===== src/hw/rtl/hmfp_pkg.sv =====
// Package for the HDR metadata frame parser: parse phases, result codes,
// the result record and the configuration record. No dependencies.
`default_nettype none

package hmfp_pkg;

  // Most frames one packet may hold.
  localparam int unsigned MaxFrames = 16;
  localparam int unsigned FrameCountW = 5;

  // Depth of the result queue.
  localparam int unsigned ResDepth = 4;
  localparam int unsigned ResPtrW = $clog2(ResDepth);
  localparam int unsigned ResCntW = $clog2(ResDepth + 1);

  // Field counts and widths of the two known frame types.
  localparam logic [3:0] TypeOneFields = 4'd10;
  localparam logic [3:0] TypeTwoFields = 4'd2;
  localparam logic [3:0] TypeOneShortFields = 4'd8;
  localparam logic [7:0] ShortFieldBytes = 8'd2;
  localparam logic [7:0] LongFieldBytes = 8'd4;
  localparam logic [7:0] SeiBytes = 8'd2;
  localparam logic [7:0] MinFrameLength = 8'd2;

  // Configuration register indexes.
  localparam logic [0:0] RegStaticOneType = 1'b0;
  localparam logic [0:0] RegStaticTwoType = 1'b1;

  // Result kinds.
  localparam logic [1:0] KindHeader = 2'd0;
  localparam logic [1:0] KindField = 2'd1;
  localparam logic [1:0] KindEnd = 2'd2;

  // Packet status codes.
  localparam logic [1:0] StatusOk = 2'd0;
  localparam logic [1:0] StatusHeaderTrunc = 2'd1;
  localparam logic [1:0] StatusBodyTrunc = 2'd2;
  localparam logic [1:0] StatusTableFull = 2'd3;

  typedef enum logic [2:0] {
    PhIdle,
    PhType,
    PhLen,
    PhSei,
    PhFields,
    PhSkip,
    PhDiscard
  } phase_e;

  typedef struct packed {
    logic [7:0] static_one_type;
    logic [7:0] static_two_type;
  } cfg_t;

  typedef struct packed {
    logic [1:0]             kind;
    logic [3:0]             frame_index;
    logic [7:0]             type_byte;
    logic [7:0]             len_byte;
    logic [3:0]             field_index;
    logic [31:0]            field_value;
    logic [FrameCountW-1:0] frame_count;
    logic [1:0]             parse_status;
    logic                   last;
  } result_t;

endpackage

`default_nettype wire


===== src/hw/rtl/hmfp_core.sv =====
// Parser state and the per-byte step logic of the HDR metadata frame parser.
// Uses hmfp_pkg; produces up to two result records per accepted beat.
`default_nettype none

module hmfp_core (
  input  wire logic             clk_i,
  input  wire logic             rst_ni,
  input  wire logic             step_i,
  input  wire logic [7:0]       data_byte_i,
  input  wire logic             packet_start_i,
  input  wire logic [7:0]       packet_length_i,
  input  wire hmfp_pkg::cfg_t   cfg_i,
  output hmfp_pkg::result_t     res0_o,
  output hmfp_pkg::result_t     res1_o,
  output logic [1:0]            res_cnt_o
);

  hmfp_pkg::phase_e phase_q, phase_d;
  logic [7:0]  rem_q, rem_d;
  logic [hmfp_pkg::FrameCountW-1:0] frames_q, frames_d;
  logic [7:0]  type_q, type_d;
  logic [7:0]  len_q, len_d;
  logic [3:0]  fcnt_q, fcnt_d;
  logic [7:0]  bif_q, bif_d;
  logic [31:0] acc_q, acc_d;
  logic [1:0]  status_q, status_d;
  logic        known_one_q, known_one_d;

  logic        process;
  logic        prim_vld, end_vld;
  logic [7:0]  eff_len;
  logic [7:0]  need_bytes;
  logic [3:0]  last_field;
  logic [hmfp_pkg::FrameCountW-1:0] frame_idx;
  hmfp_pkg::result_t prim_res, end_res;

  // Next state and results of one payload byte.
  always_comb begin
    phase_d     = phase_q;
    rem_d       = rem_q;
    frames_d    = frames_q;
    type_d      = type_q;
    len_d       = len_q;
    fcnt_d      = fcnt_q;
    bif_d       = bif_q;
    acc_d       = acc_q;
    status_d    = status_q;
    known_one_d = known_one_q;
    process     = 1'b0;
    prim_vld    = 1'b0;
    end_vld     = 1'b0;
    eff_len     = '0;
    need_bytes  = hmfp_pkg::ShortFieldBytes;
    last_field  = hmfp_pkg::TypeTwoFields;
    frame_idx   = '0;
    prim_res    = '0;
    end_res     = '0;

    if (step_i) begin
      if (packet_start_i) begin
        // A start word opens a new packet and abandons any open one.
        phase_d     = hmfp_pkg::PhType;
        rem_d       = packet_length_i;
        frames_d    = '0;
        type_d      = '0;
        len_d       = '0;
        fcnt_d      = '0;
        bif_d       = '0;
        acc_d       = '0;
        status_d    = hmfp_pkg::StatusOk;
        known_one_d = 1'b0;
        if (packet_length_i == 8'd0) begin
          phase_d = hmfp_pkg::PhIdle;
          end_vld = 1'b1;
        end else begin
          process = 1'b1;
        end
      end else if (phase_q == hmfp_pkg::PhIdle || rem_q == 8'd0) begin
        phase_d = hmfp_pkg::PhIdle;
      end else begin
        process = 1'b1;
      end
    end

    if (process) begin
      case (phase_d)
        hmfp_pkg::PhType: begin
          if (frames_d >= hmfp_pkg::FrameCountW'(hmfp_pkg::MaxFrames)) begin
            status_d = hmfp_pkg::StatusTableFull;
            phase_d  = hmfp_pkg::PhDiscard;
          end else if (rem_d < 8'd2) begin
            status_d = hmfp_pkg::StatusHeaderTrunc;
            phase_d  = hmfp_pkg::PhDiscard;
          end else begin
            type_d  = data_byte_i;
            phase_d = hmfp_pkg::PhLen;
          end
        end
        hmfp_pkg::PhLen: begin
          eff_len = (data_byte_i < hmfp_pkg::MinFrameLength) ?
                    hmfp_pkg::MinFrameLength : data_byte_i;
          len_d = data_byte_i;
          if ((rem_d - 8'd1) < eff_len) begin
            status_d = hmfp_pkg::StatusBodyTrunc;
            phase_d  = hmfp_pkg::PhDiscard;
          end else begin
            frames_d = frames_d + 1'b1;
            prim_vld = 1'b1;
            prim_res.kind = hmfp_pkg::KindHeader;
            bif_d    = '0;
            phase_d  = hmfp_pkg::PhSei;
          end
        end
        hmfp_pkg::PhSei: begin
          bif_d = bif_d + 8'd1;
          if (bif_d >= hmfp_pkg::SeiBytes) begin
            bif_d  = '0;
            fcnt_d = '0;
            acc_d  = '0;
            if (type_d == cfg_i.static_one_type) begin
              known_one_d = 1'b1;
              phase_d     = hmfp_pkg::PhFields;
            end else if (type_d == cfg_i.static_two_type) begin
              known_one_d = 1'b0;
              phase_d     = hmfp_pkg::PhFields;
            end else begin
              // Unknown type: skip the rest of the body.
              eff_len = (len_d < hmfp_pkg::MinFrameLength) ?
                        hmfp_pkg::MinFrameLength : len_d;
              bif_d   = eff_len - hmfp_pkg::SeiBytes;
              phase_d = (bif_d == 8'd0) ? hmfp_pkg::PhType : hmfp_pkg::PhSkip;
            end
          end
        end
        hmfp_pkg::PhFields: begin
          acc_d = {acc_d[23:0], data_byte_i};
          bif_d = bif_d + 8'd1;
          if (known_one_d && fcnt_d >= hmfp_pkg::TypeOneShortFields) begin
            need_bytes = hmfp_pkg::LongFieldBytes;
          end
          last_field = known_one_d ? hmfp_pkg::TypeOneFields : hmfp_pkg::TypeTwoFields;
          if (bif_d >= need_bytes) begin
            prim_vld = 1'b1;
            prim_res.kind        = hmfp_pkg::KindField;
            prim_res.field_index = fcnt_d;
            prim_res.field_value = acc_d;
            fcnt_d = fcnt_d + 4'd1;
            bif_d  = '0;
            acc_d  = '0;
            if (fcnt_d >= last_field) begin
              fcnt_d  = '0;
              phase_d = hmfp_pkg::PhType;
            end
          end
        end
        hmfp_pkg::PhSkip: begin
          if (bif_d != 8'd0) begin
            bif_d = bif_d - 8'd1;
          end
          if (bif_d == 8'd0) begin
            phase_d = hmfp_pkg::PhType;
          end
        end
        default: begin
        end
      endcase

      // Header and field records carry the current frame.
      frame_idx            = frames_d - 1'b1;
      prim_res.frame_index = frame_idx[3:0];
      prim_res.type_byte   = type_d;
      prim_res.len_byte    = len_d;

      // The last byte of the packet closes it.
      rem_d = rem_d - 8'd1;
      if (rem_d == 8'd0) begin
        if (status_d == hmfp_pkg::StatusOk &&
            (phase_d == hmfp_pkg::PhFields || phase_d == hmfp_pkg::PhSei ||
             phase_d == hmfp_pkg::PhSkip || phase_d == hmfp_pkg::PhLen)) begin
          status_d = hmfp_pkg::StatusBodyTrunc;
        end
        end_vld = 1'b1;
        phase_d = hmfp_pkg::PhIdle;
      end
    end

    end_res.kind         = hmfp_pkg::KindEnd;
    end_res.frame_count  = process ? frames_d : '0;
    end_res.parse_status = process ? status_d : hmfp_pkg::StatusOk;
    end_res.last         = 1'b1;
  end

  // Primary record goes first; the end record follows it.
  assign res0_o    = prim_vld ? prim_res : end_res;
  assign res1_o    = end_res;
  assign res_cnt_o = {1'b0, prim_vld} + {1'b0, end_vld};

  // Parser state registers.
  always_ff @(posedge clk_i or negedge rst_ni) begin
    if (!rst_ni) begin
      phase_q     <= hmfp_pkg::PhIdle;
      rem_q       <= '0;
      frames_q    <= '0;
      type_q      <= '0;
      len_q       <= '0;
      fcnt_q      <= '0;
      bif_q       <= '0;
      acc_q       <= '0;
      status_q    <= hmfp_pkg::StatusOk;
      known_one_q <= 1'b0;
    end else begin
      phase_q     <= phase_d;
      rem_q       <= rem_d;
      frames_q    <= frames_d;
      type_q      <= type_d;
      len_q       <= len_d;
      fcnt_q      <= fcnt_d;
      bif_q       <= bif_d;
      acc_q       <= acc_d;
      status_q    <= status_d;
      known_one_q <= known_one_d;
    end
  end

endmodule

`default_nettype wire


===== src/hw/rtl/hmfp_result_fifo.sv =====
// Result queue of the HDR metadata frame parser: takes up to two records
// per cycle and hands out one per beat. Uses hmfp_pkg.
`default_nettype none

module hmfp_result_fifo (
  input  wire logic              clk_i,
  input  wire logic              rst_ni,
  input  wire hmfp_pkg::result_t push0_i,
  input  wire hmfp_pkg::result_t push1_i,
  input  wire logic [1:0]        push_cnt_i,
  output logic                   room_o,
  output logic                   valid_o,
  input  wire logic              pop_i,
  output hmfp_pkg::result_t      head_o
);

  hmfp_pkg::result_t entries_q [hmfp_pkg::ResDepth];
  logic [hmfp_pkg::ResPtrW-1:0] wr_ptr_q, wr_ptr_d, rd_ptr_q, rd_ptr_d;
  logic [hmfp_pkg::ResCntW-1:0] count_q, count_d;
  logic [hmfp_pkg::ResPtrW-1:0] wr_ptr_nx;
  logic pop;

  assign pop       = pop_i && valid_o;
  assign wr_ptr_nx = wr_ptr_q + 1'b1;
  assign valid_o   = (count_q != '0);
  assign head_o    = entries_q[rd_ptr_q];
  // Room for two records so that a beat can always be taken in full.
  assign room_o    = (count_q <= hmfp_pkg::ResCntW'(hmfp_pkg::ResDepth - 2));

  // Pointer and fill count update.
  always_comb begin
    wr_ptr_d = wr_ptr_q + hmfp_pkg::ResPtrW'(push_cnt_i);
    rd_ptr_d = rd_ptr_q + hmfp_pkg::ResPtrW'(pop);
    count_d  = count_q + hmfp_pkg::ResCntW'(push_cnt_i) - hmfp_pkg::ResCntW'(pop);
  end

  always_ff @(posedge clk_i or negedge rst_ni) begin
    if (!rst_ni) begin
      wr_ptr_q <= '0;
      rd_ptr_q <= '0;
      count_q  <= '0;
    end else begin
      wr_ptr_q <= wr_ptr_d;
      rd_ptr_q <= rd_ptr_d;
      count_q  <= count_d;
    end
  end

  // Record storage, no reset needed.
  always_ff @(posedge clk_i) begin
    if (push_cnt_i != 2'd0) begin
      entries_q[wr_ptr_q] <= push0_i;
    end
    if (push_cnt_i == 2'd2) begin
      entries_q[wr_ptr_nx] <= push1_i;
    end
  end

endmodule

`default_nettype wire


===== src/hw/rtl/hdr_metadata_frame_parser.sv =====
// HDR metadata frame parser, top level: stream ports, configuration
// registers, step logic (hmfp_core) and result queue (hmfp_result_fifo).
//
// The parser takes one payload word per clock and finishes it in that cycle;
// its results go into a four-entry queue that drives the output stream. Most
// words give zero or one result; a packet's last word can give two (a field
// record followed by the end record), taking two output beats. s_axis_tready
// drops only while the queue holds more than two records, so with the output
// taking a beat every cycle the input runs at one word per clock. The user
// must write type codes through the configuration channel while the stream
// is idle; the block does not enforce this. No clearing pass after reset.
`default_nettype none

module hdr_metadata_frame_parser (
  input  wire logic        clk_i,
  input  wire logic        rst_ni,
  // Payload input
  input  wire logic        s_axis_tvalid,
  output logic             s_axis_tready,
  input  wire logic [23:0] s_axis_tdata,  // data_word[9:0], packet_length[17:10]
  input  wire logic        s_axis_tuser,  // packet_start
  // Result output
  output logic             m_axis_tvalid,
  input  wire logic        m_axis_tready,
  output logic [63:0]      m_axis_tdata,  // frame_index[3:0], type_byte[11:4],
                                          // len_byte[19:12], field_index[23:20],
                                          // field_value[55:24], frame_count[60:56],
                                          // parse_status[62:61]
  output logic [1:0]       m_axis_tuser,  // result_kind
  output logic             m_axis_tlast,
  // Configuration write channel
  input  wire logic        cfg_valid_i,
  output logic             cfg_ready_o,
  input  wire logic [0:0]  cfg_index_i,
  input  wire logic [7:0]  cfg_data_i
);

  hmfp_pkg::cfg_t    cfg_q;
  hmfp_pkg::result_t res0, res1, head;
  logic [1:0]        res_cnt;
  logic              room;
  logic              in_beat;

  assign cfg_ready_o   = 1'b1;
  assign s_axis_tready = room;
  assign in_beat       = s_axis_tvalid && s_axis_tready;

  // Configuration registers.
  always_ff @(posedge clk_i or negedge rst_ni) begin
    if (!rst_ni) begin
      cfg_q.static_one_type <= 8'd0;
      cfg_q.static_two_type <= 8'd1;
    end else if (cfg_valid_i) begin
      case (cfg_index_i)
        hmfp_pkg::RegStaticOneType: cfg_q.static_one_type <= cfg_data_i;
        hmfp_pkg::RegStaticTwoType: cfg_q.static_two_type <= cfg_data_i;
        default: begin
        end
      endcase
    end
  end

  hmfp_core u_core (
    .clk_i           (clk_i),
    .rst_ni          (rst_ni),
    .step_i          (in_beat),
    .data_byte_i     (s_axis_tdata[7:0]),
    .packet_start_i  (s_axis_tuser),
    .packet_length_i (s_axis_tdata[17:10]),
    .cfg_i           (cfg_q),
    .res0_o          (res0),
    .res1_o          (res1),
    .res_cnt_o       (res_cnt)
  );

  hmfp_result_fifo u_fifo (
    .clk_i      (clk_i),
    .rst_ni     (rst_ni),
    .push0_i    (res0),
    .push1_i    (res1),
    .push_cnt_i (res_cnt),
    .room_o     (room),
    .valid_o    (m_axis_tvalid),
    .pop_i      (m_axis_tready),
    .head_o     (head)
  );

  // Output beat packing.
  assign m_axis_tdata = {1'b0, head.parse_status, head.frame_count, head.field_value,
                         head.field_index, head.len_byte, head.type_byte,
                         head.frame_index};
  assign m_axis_tuser = head.kind;
  assign m_axis_tlast = head.last;

  // Input backpressure only comes from queued results.
  assert property (@(posedge clk_i) disable iff (!rst_ni)
    !s_axis_tready |-> m_axis_tvalid)
    else $error("input stalled with an empty result queue");

  // A zero-length start word yields a result on the next cycle.
  assert property (@(posedge clk_i) disable iff (!rst_ni)
    (in_beat && s_axis_tuser && s_axis_tdata[17:10] == 8'd0) |=> m_axis_tvalid)
    else $error("zero-length packet gave no end result");

  // End records and only end records close a packet.
  assert property (@(posedge clk_i) disable iff (!rst_ni)
    m_axis_tvalid |-> (m_axis_tlast == (m_axis_tuser == hmfp_pkg::KindEnd)))
    else $error("tlast does not match the end record");

  // Two records are produced only when the packet ends.
  assert property (@(posedge clk_i) disable iff (!rst_ni)
    (res_cnt == 2'd2) |-> (res1.last && in_beat))
    else $error("double result without end of packet");

endmodule

`default_nettype wire


===== config.mk =====
export PLATFORM = sky130hd
export DESIGN_NAME = hdr_metadata_frame_parser
export DESIGN_NICKNAME = d
export VERILOG_FILES = /design/src/hw/rtl/hmfp_pkg.sv /design/src/hw/rtl/hmfp_core.sv /design/src/hw/rtl/hmfp_result_fifo.sv /design/src/hw/rtl/hdr_metadata_frame_parser.sv
export SDC_FILE = /design/constraint.sdc
export NUM_CORES = 1
export LEC_CHECK = 0
export BUFFER_PORTS_ARGS = -buffer_cell sky130_fd_sc_hd__buf_4
export CORE_MARGIN = 4
export CORE_UTILIZATION = 45
export DETAILED_ROUTE_END_ITERATION = 8
export GPL_TIMING_DRIVEN = 0
export PLACE_DENSITY_LB_ADDON = 0.1
export SLEW_MARGIN = 20
export SYNTH_ARGS = -nofsm -noshare
export SYNTH_HDL_FRONTEND = slang
export SYNTH_HIERARCHICAL = 1
export SYNTH_SLANG_ARGS = --single-unit

===== constraint.sdc =====
create_clock -name clk_i -period 11.7 [get_ports clk_i]
set_input_delay 1.17 -clock clk_i [delete_from_list [all_inputs] [get_ports clk_i]]
set_output_delay 1.17 -clock clk_i [all_outputs]
set_load 0.005 [all_outputs]

# ---- Word level (Yosys, flattened, before mapping)
# Memories as Yosys holds them, arrays and structs flattened.
# Cells that the tools add are included.
# Widths: inputs -> output; s select.
dict set report totals {
  ff_bits 102
  latch_bits 0
  ram_bits 264
  mem_bits_ro 0
  output_inout_bits 70
  elab_cells 182
  mem_count 1
}
# memory words width read_ports rd_clocked_by_memory_dff write_ports line
set memory_table {}
lappend memory_table {u_fifo.entries_q 4 66 1 0 2 hmfp_result_fifo.sv:17} ;# hmfp_pkg::result_t entries_q [hmfp_pkg::ResDepth];
dict set report op_classes {
  add_sub_neg 13
  multipliers 0
  div_mod_pow 0
  magnitude_cmp 10
  n_eq_ne 12
  n_shift 0
  n_mux 110
  bitwise_logic 1
  n_reduce_logical 20
}
# cell n
set op_table {}
lappend op_table {{$mux 8} 28}
lappend op_table {{$mux 32} 5}
lappend op_table {{$mux 36} 2}
lappend op_table {{$mux 66} 1}
lappend op_table {{$pmux 32 s2} 1}
lappend op_table {{$mux 58} 1}
lappend op_table {{$mux 3} 17}
lappend op_table {{$logic_not 8->1} 5}
lappend op_table {{$mux 5} 7}
lappend op_table {{$pmux 8 s4} 1}
lappend op_table {{$mux 4} 7}
lappend op_table {{$mux 1} 25}
lappend op_table {{$lt 8x2->1 const B} 3}
lappend op_table {{$mux 2} 11}
lappend op_table {{$eq 8x8->1} 2}
lappend op_table {{$sub 8x1->8 const B} 2}
lappend op_table {{$pmux 3 s5} 1}
lappend op_table {{$eq 3x2->1 const B} 4}
lappend op_table {{$eq 3x3->1 const B} 4}
lappend op_table {{$add 8x1->8 const B} 1}
lappend op_table {{$ge 8x2->1 const B} 1}
lappend op_table {{$ge 8x8->1} 1}
lappend op_table {{$lt 8x8->1} 1}
lappend op_table {{$pmux 4 s2} 1}
lappend op_table {{27 further kinds} 34}

# ---- Longest topological paths before layout
dict set report logic_depth {
  word_depth 23
  depth_mapped 27
  mapped_depth_nobuf 21
}

# ---- Cells and area by module
# Netlist, hierarchy kept.
# mod n_inst cells_each area_per_inst_um2 seq_area_each_um2
set modules_own_cells {}
lappend modules_own_cells {hmfp_result_fifo 1 683 13170.1 8102.8}
lappend modules_own_cells {hmfp_core 1 795 6384.9 1776.7}
lappend modules_own_cells {hdr_metadata_frame_parser 1 40 644.4 401.6}

# ---- Worst setup path after synthesis
# OpenSTA, ideal clock, no wires.
dict set report synth_timing {
  path_kind {input -> register}
  from {input port s_axis_tvalid}
  to {memory u_fifo/entries_q[2][0] (netlist bit), enable pin}
  setup_time_ns 0.512
  arrival_ns 9.181
  required_time_ns 11.188
  setup_slack_ns 2.007
  stages 22
  cell_sequence {and2_1 nand2_4 buf_2 clkbuf_1 buf_2 buf_1 mux2i_1 ha_1 nand2_1 xor2_1 o21ai_0 ha_1 o21ai_0 nor2_1 a31o_2 o211a_1 buf_4 o211ai_1 inv_1 ha_1 or3b_2 a21oi_1}
}
# element line
set synth_rtl {}
lappend synth_rtl {{start: declaration} hdr_metadata_frame_parser.sv:18} ;# input wire logic s_axis_tvalid,
lappend synth_rtl {{end: declaration} hmfp_result_fifo.sv:17}

==> results.toml <==
[detailed_routing]
top_layer_used = "met5"
wl_met1_um = 23000
totalWireLength_um = 53500
drc_errors = 0
wl_per_cell_um = 22.7
wl_met3_um = 2780
postRouteAntennaNets = 0
dr_wl_met2_um = 26600
drtIter0Drc = 980
vias = 13097
firstDrtPassIters = 7
vias_per_cell = 5.56

[yosys]
syn-cell-area_um2 = 20200
synth_edf_count = 264
synth_ff_type = "edfxtp_1"
synth_area_leaders = "edfxtp_1 (39%), dfrtp_1 (12%), mux2_2 (11%)"
synthDistinctLibCells = 103
synthCells = 1518
yosysTopAreaCellShare = 0.392
ys_warn_count = 6
syn_area_per_cell_um2 = 13.3
ys_async_sr_fraction = 0.263
ys_ff_latch = 358
yosysTopAreaCell = "edfxtp_1"
synth-seq-area-share = 0.509

[cts]
clock_latency_ns = 0.57
cts_buffers = 41
cts-resized-gates = 0
cts_tree = "built"
postCtsHoldBufs = 0
clockBufferDepth = 3
clkSinkCount = 358
clk_pin_slew_ns = 0.06
htreeDepth = 2
post_cts_buffers = 0
cts-root-buf = "clkbuf_16"

[final_layout]
final_nets = 1795
finish.instance_area_um2 = 23600
fillerInstances = 3818
fin_cells = 2354
layout_commonest_cell = "edfxtp_1"
syn2layout_area_growth_pct = 17.1
drive_gt1_frac = 0.349
mostFrequentLayoutCells = "edfxtp_1 (264), mux2_2 (200), buf_4 (176)"
antenna_cells = 0

[floorplan]
die_h_um = 220
core-area_um2 = 44300
die_area_um2 = 48300
fp-row-count = 77
fp.dieW_um = 220
ioPinCount = 109
initial_core_util = 0.456

[sta]
worst_slew_pin_slew_ns = 0.919
setup_viol = 0
clock.fmax_mhz = 114
finalCritPeriodShare = 0.749
finClkSkew_ns = 0.0213
rsz0062_at_grt = "false"
max-slew-margin-rel = 0.387
whs_ns = 0.532
fin_ws_ns = 2.93
hold_violations = 0
finalMaxSlewViolations = 0
fin_crit_ns = 8.77

[global_route]
grt_pass1_wl_um = 82400
track_usage = 0.224
antenna_found_initial = 1
overflow = 0
grt_pass1_vias = 13541
grt_max_degree = 95

[placed_design]
place_inst = 2279
place_ws_ns = 2.41
dp_hpwl_um = 37000
portBuffers = 97
gp_congestion = 0.894
dpl_cell_area_um2 = 22300

[power]
p_seq_frac = 0.356
max-vdd-ir-drop_uv = 101
swShare = 0.336
power_switching_mw = 1.61
p_leak_nw = 9.42
clkPwrFrac = 0.272
p_int_mw = 3.18
power.density_nw_per_um2 = 202
comb_power_share = 0.373
p_total_mw = 4.79

[setup_path]
crit_fanout = 14
worstPathArrival_ns = 9.03
rr_startpoint = "u_fifo/count_q[1]"
start_kind = "register"
crit_slowest_cell = "buf_1"
setup.worst_path.class = "reg -> reg"
crit_buf_inv = 9
max_stage_delay_ns = 0.68
required_ns = 11.96
r2r_setup_slack_ns = 2.93
worstReg2RegEnd = "u_fifo/entries_q[2][43]"
reg2regPathDepth = 26
path_common_cell = "ha_1"
worst_setup_path_end_kind = "register"
crit_family = "buffers and inverters"

[min_path]
min-delay-start = "u_core/acc_q[19]"
min_path_type = "reg -> reg"
whs_path_depth = 2
min_to = "u_core/acc_q[19]"

[run]
max_cap_viol_count = 0

[status]
outcome = "complete, no violations"
==> flip-flops by register name (all words and copies together), names as in the netlist <==
signal	cells
u_core/fcnt_q	4
u_core/acc_q	24
u_core/frames_q	5
u_fifo/wr_ptr_q	2
u_core/len_q	8
u_core/phase_q	3
u_core/rem_q	8
cfg_q	16
u_fifo/count_q	3
u_fifo/entries_q	264
u_core/bif_q	8
u_core/known_one_q	1
u_core/type_q	8
u_fifo/rd_ptr_q	2
u_core/status_q	2
==> worst register-to-register path, stage by stage, from the launching register on <==
cell	delay [ns]
dfrtp_1	0.43
a21oi_1	0.25
and2_1	0.29
nand2_4	0.19
buf_2	0.34
clkbuf_1	0.56
buf_2	0.38
buf_1	0.68
mux2i_1	0.38
ha_1	0.35
nand2_1	0.10
xor2_1	0.14
o21ai_0	0.36
ha_1	0.32
o21ai_0	0.17
nor2_1	0.07
a31o_2	0.29
o211a_1	0.24
buf_4	0.17
o211ai_1	0.47
inv_1	0.17
ha_1	0.47
or3b_2	0.55
a21oi_4	0.52
buf_16	0.24
buf_8	0.18
buf_8	0.17
==> cells in the mapped netlist (9+ instances only) <==
master and number:
nor2_1 99, o32ai_1 10, o21ai_0 36, buf_1 9, clkbuf_1 16, xnor2_1 29
nor3_1 15, inv_1 28, mux2_1 80, nand3_1 37, dfrtp_1 93, nand2_1 67
and2_1 47, buf_4 80, ha_1 25, a211oi_1 9, a22o_1 12, buf_6 12
edfxtp_1 264, a22oi_1 17, a21oi_1 36, buf_2 33, mux4_2 66, a31oi_1 12
mux2_2 200, xor2_1 12, nor4bb_1 11
==> through the flow <==
step | TNS, ns | utilization
after floorplan | 0 | -
after global placement | -668.43 | 0.494
after detailed placement | 0 | 0.503
after CTS | 0 | 0.534
after global routing | 0 | 0.534
final | 0 | 0.534
==> cell families after synthesis <==
kind of cell    share of synthesized area
compound gates                     0.0701
xor+xnor                           0.0186
fa+ha+maj                          0.0165
buf+inv                            0.0557
flops                               0.509
mux                                 0.235
other cells                      0.000743
simple gates                       0.0947
==> how the worst max path moves through the flow <==
stage | depth (start not counted) | start | slack [ns] | end
finish | 26 | u_fifo/count_q[1] | 2.93 | u_fifo/entries_q[2][43]
global route | 26 | u_fifo/count_q[1] | 2.42 | u_fifo/entries_q[2][43]
CTS | 26 | u_fifo/count_q[1] | 2.92 | u_fifo/entries_q[2][44]
detailed placement | 26 | s_axis_tvalid | 2.41 | u_fifo/entries_q[2][48]
global placement | 23 | s_axis_tvalid | -3.28 | u_fifo/entries_q[2][48]
floorplan | 22 | s_axis_tvalid | 2.01 | u_fifo/entries_q[2][0]
==> power by group through the flow <==
stage	Clock [mW]	Combinational, mW	Sequential, mW
2_1_floorplan	0	1.10	1.70
3_3_place_gp	0	1.71	1.76
3_5_place_dp	0	1.80	1.73
4_1_cts	1.34	1.80	1.70
5_1_grt	1.39	1.95	1.72
6_report	1.30	1.78	1.70
==> area by class of cell <==
cell class              instances  area [um2]  area share
repair buffers                112        1100      0.0467
clock inverters                13         150     0.00635
inverters                      28         105     0.00445
well taps                     592         741      0.0313
multi-input cells            1034        9040       0.383
plain buffers                 155        1020      0.0431
flip-flops and latches        358       10300       0.435
clock buffers                  62        1200      0.0506
==> routing by layer <==
layer  up-vias  GRT usage
met1      6586      0.296
met3        76     0.0443
li1       6106          -
met5         -          0
met4         2     0.0490
met2       327      0.383
Note: power is estimated with default switching activity, not from simulation.
